===== src/pcsp_pkg.sv =====
package pcsp_pkg;

   localparam int INSTR_ADDR_W = 48;
   localparam int PHYS_ADDR_W  = 40;
   localparam int PF_ADDR_W    = 40;
   localparam int REQ_DATA_W   = 88;
   localparam int RSP_DATA_W   = 40;

   // remainder unit: bits of instr_addr consumed per cycle
   localparam int DIGIT_BITS   = 4;
   localparam int DIGIT_STEPS  = INSTR_ADDR_W / DIGIT_BITS;
   localparam int STEP_CNT_W   = $clog2(DIGIT_STEPS);

   typedef enum logic [1:0] {
      CONF_STRONG_NT = 2'd0,
      CONF_WEAK_NT   = 2'd1,
      CONF_WEAK_T    = 2'd2,
      CONF_STRONG_T  = 2'd3
   } conf_type;

   typedef enum logic {
      KIND_TRAIN = 1'b0,
      KIND_PEEK  = 1'b1
   } kind_type;

   typedef enum logic [1:0] {
      IDX_IDLE,
      IDX_RUN,
      IDX_DONE
   } idx_state_type;

endpackage


===== src/pcsp_update.sv =====
module pcsp_update
   import pcsp_pkg::*;
#(
   parameter int PW        = 40,
   parameter int LOW_W     = 16,
   parameter int SW        = 12,
   parameter int PAGE_BITS = 12
) (
   input  kind_type               kind,
   input  logic [PHYS_ADDR_W-1:0] phys_addr,
   input  logic [LOW_W-1:0]       last_low,
   input  logic [SW-1:0]          stride_old,
   input  conf_type               conf_old,
   output logic                   wr_en,
   output logic [LOW_W-1:0]       last_low_new,
   output logic [SW-1:0]          stride_new,
   output conf_type               conf_new,
   output logic                   pf_valid,
   output logic [PF_ADDR_W-1:0]   pf_addr
);

   localparam logic [PW-1:0] LOW_MASK = {PW{1'b1}} >> (PW - LOW_W);

   logic [PW-1:0] pa;
   logic [PW-1:0] last_full;
   logic [PW-1:0] diff;
   logic [SW-1:0] stride;
   logic          correct;
   logic [PW-1:0] cand;
   logic [PW-1:0] peek_addr;
   logic          same_page;

   always_comb begin
      pa           = PW'(phys_addr);
      last_full    = (pa & ~LOW_MASK) | PW'(last_low);
      diff         = pa - last_full;
      stride       = diff[SW-1:0];
      last_low_new = pa[LOW_W-1:0];
      stride_new   = (conf_old != CONF_STRONG_T) ? stride : stride_old;
      correct      = (stride == stride_new);

      case (conf_old)
         CONF_STRONG_NT: conf_new = correct ? CONF_WEAK_NT  : CONF_STRONG_NT;
         CONF_WEAK_NT:   conf_new = correct ? CONF_STRONG_T : CONF_STRONG_NT;
         CONF_WEAK_T:    conf_new = correct ? CONF_STRONG_T : CONF_WEAK_NT;
         CONF_STRONG_T:  conf_new = correct ? CONF_STRONG_T : CONF_WEAK_T;
         default:        conf_new = CONF_STRONG_NT;
      endcase

      cand      = pa + PW'(stride_new);
      peek_addr = pa + PW'(stride_old);
      same_page = (cand >> PAGE_BITS) == (pa >> PAGE_BITS);

      wr_en    = 1'b0;
      pf_valid = 1'b0;
      pf_addr  = '0;
      if (kind == KIND_PEEK) begin
         pf_valid = 1'b1;
         pf_addr  = PF_ADDR_W'(peek_addr);
      end else if (stride != '0) begin
         wr_en = 1'b1;
         if (conf_new != CONF_STRONG_NT && same_page) begin
            pf_valid = 1'b1;
            pf_addr  = PF_ADDR_W'(cand);
         end
      end
   end

endmodule


===== config.mk =====
export PLATFORM = sky130hd
export DESIGN_NAME = pcsp_update
export DESIGN_NICKNAME = d
export VERILOG_FILES = /design/src/pcsp_pkg.sv /design/src/pcsp_update.sv
export SDC_FILE = /design/constraint.sdc
export NUM_CORES = 1
export LEC_CHECK = 0
export BUFFER_PORTS_ARGS = -buffer_cell sky130_fd_sc_hd__buf_2
export CAP_MARGIN = 20
export CORE_AREA = 3 3 113 115
export DETAILED_ROUTE_END_ITERATION = 8
export DIE_AREA = 0 0 116 118
export PLACE_DENSITY = 0.62
export SLEW_MARGIN = 20
export SYNTH_ARGS = -nofsm -noshare
export SYNTH_HDL_FRONTEND = slang
export SYNTH_SLANG_ARGS = --single-unit

===== constraint.sdc =====
create_clock -name vclk -period 5.8
set_input_delay 0.87 -clock vclk [all_inputs]
set_output_delay 0.87 -clock vclk [all_outputs]
set_load 0.01 [all_outputs]

==> metrics.txt <==
Pwr Density=152 mW/mm^2; Synth top area share=13.2%; hpwl dp=10300 um; largest net degree at the start of global routing=47; layout cell share with drive strength beyond 1=32.5%; Peak VDD IR=0.0592 mV; final slew viol count=0; Final period util=96.5%; WL/cell=15.0 um; Netlist Area Pre-Place=0.00351 sq mm; Total Routing Usage GR=16.9%; Crit path max-delay family=compound AO/OA/AOI/OAI gates; worst path bufs/invs=3; Residual DRC=0; Core Area=0.0119 sq mm; status=completed; fin nets=786; cell breakdown of the critical path=buf_2, inv_1, ha_2, fa_2, nand2b_4, a21o_4, a211oi_4, nand2b_4, a21oi_1, xor2_1, a21oi_2, ha_4, nand2_1, o21ai_2, nor3_1, a2111o_1, and2_4, o211a_4, and2_4, a211o_1, buf_2; initial antenna violation count=0; die height=118 um; most frequent cells in the layout=buf_2, nand2_1, nor2_1, a21oi_1, buf_4; Fin. Hold Viols=0; register area=0 sq um; via/cell ratio=5.29; io pins=143; synthesized instance count=531; # diodes=0; Startpoint Class=input port; Util after Layout=38.2%; Finished Cell Area=0.00455 sq mm; Routed Wire Length=12300 um; multi-input logic area=0.00325 sq mm; # port buffers=139; setup TNS=0 ns; slowest cell on the critical path=a2111o_1; maximum clock rate=179 MHz; max-cap viol count=0; Avg Cell Area, Syn=6.62 sq um; Finished Layout Cells=820; max_slew headroom=59.8%; CLK BUF=0; Synth area leader=ha_1; GRT overflow=0; CP max stage delay=0.46 ns; hold slack final=1.99 ns; first-pass GRT wire length=19700 um; Setup WS post-layout=0.201 ns; filler cell count in the final layout=1304; met2 usage=29.5%; pre-CTS worst setup slack=-0.112 ns; met3 Use GR=0.720%; number of global-route vias before repair=4086; register area share after synthesis=0%; post-synth cell types=76; RSZ-0062 raised after global routing=no; met1 Usage GRT=23.6%; leakage=2.19 nW; commonest non-fill, non-tap cell in the layout=buf_2; vias=4341; worst hold path type=input port to output port; Mapped Nets=642; Placer Congestion=0.943; min cycle time layout=5.60 ns; Starting Density=29.5%; die width=116 um; sequential cells=0; Die ar.=0.0137 sq mm; Placed Cells=815; gr busiest metal=met2; Area after DPL=0.00442 sq mm; final setup fails=0; Rows=40; Syn-to-layout area delta=29.6%; antenna viol nets, final=0; WP data arrival=4.73 ns; CP max FO=5; synth top area cells=ha_1, nand2_1, a21oi_1, xnor2_1, o21ai_0; Critical Setup Path Class=input port to output port; Total Power=0.694 mW; Required @ worst endpoint=4.93 ns; Iteration-0 DRC Markers=359; number of synthesis warnings=0; hold buffers post-CTS=0; CP Capture Type=output port; Pre-antenna DRT Iters=5; measured slew at the worst slew-check pin=0.587 ns
## layer usage
metal | up-vias | routed length, um
met3 | 6 | 720
li1 | 2245 | -
met4 | 0 | 93
met1 | 1941 | 5770
met2 | 149 | 5750
met5 | - | 0
## path summary, 6_finish.rpt
check  cells past startpoint                to     startpoint  slack [ns]
min                        2  last_low_new[15]  phys_addr[15]        1.99
max                       21       pf_addr[14]   phys_addr[0]        0.20
## final cells by class
cell class / instances / area share (%)
timing repair buffer: 178 / 22.1
multi-input combinational: 465 / 71.4
tap: 147 / 4.04
inverter: 30 / 2.47
## where the power goes
part           leakage (nW)  switching, mW  total [mW]  internal (mW)
Sequential                0              0           0              0
Clock                     0              0           0              0
Combinational          2.19          0.381       0.694          0.313
Total                  2.19          0.381       0.694          0.313
## Yosys cell counts (4+ instances only)
cell	n
a211o_1	7
a211oi_1	6
a21o_1	12
a21oi_1	44
a2bb2oi_1	4
a31oi_1	13
and2_1	5
and3_1	7
buf_4	18
buf_6	5
clkbuf_1	8
ha_1	37
inv_1	30
nand2_1	59
nand2b_1	11
nand3_1	17
nand4_1	7
nor2_1	44
nor2b_1	4
nor3_1	15
nor3b_1	5
nor4_1	4
o211ai_1	4
o21ai_0	35
o22ai_1	8
o31ai_1	5
or2_2	5
or3_1	4
xnor2_1	21
xor2_1	16
## cell families (layout without fill, tap and decap cells)
family          count (synthesis)  count (layout)  share of synthesized area (%)
xor+xnor                       38              38                           9.69
simple gates                  201             202                           28.6
mux                             6               6                           1.82
fa+ha+maj                      40              40                           14.9
compound gates                179             179                           34.7
buf+inv                        67             208                           10.3
## timing repair
item	CTS	global route
gates cloned	0	1
resized for setup	5	15
endpoints found under the hold margin	0	0
buffers inserted	0	4
pin swaps	0	11
setup endpoints to repair	28	40
(Power assumes the default switching activity.)
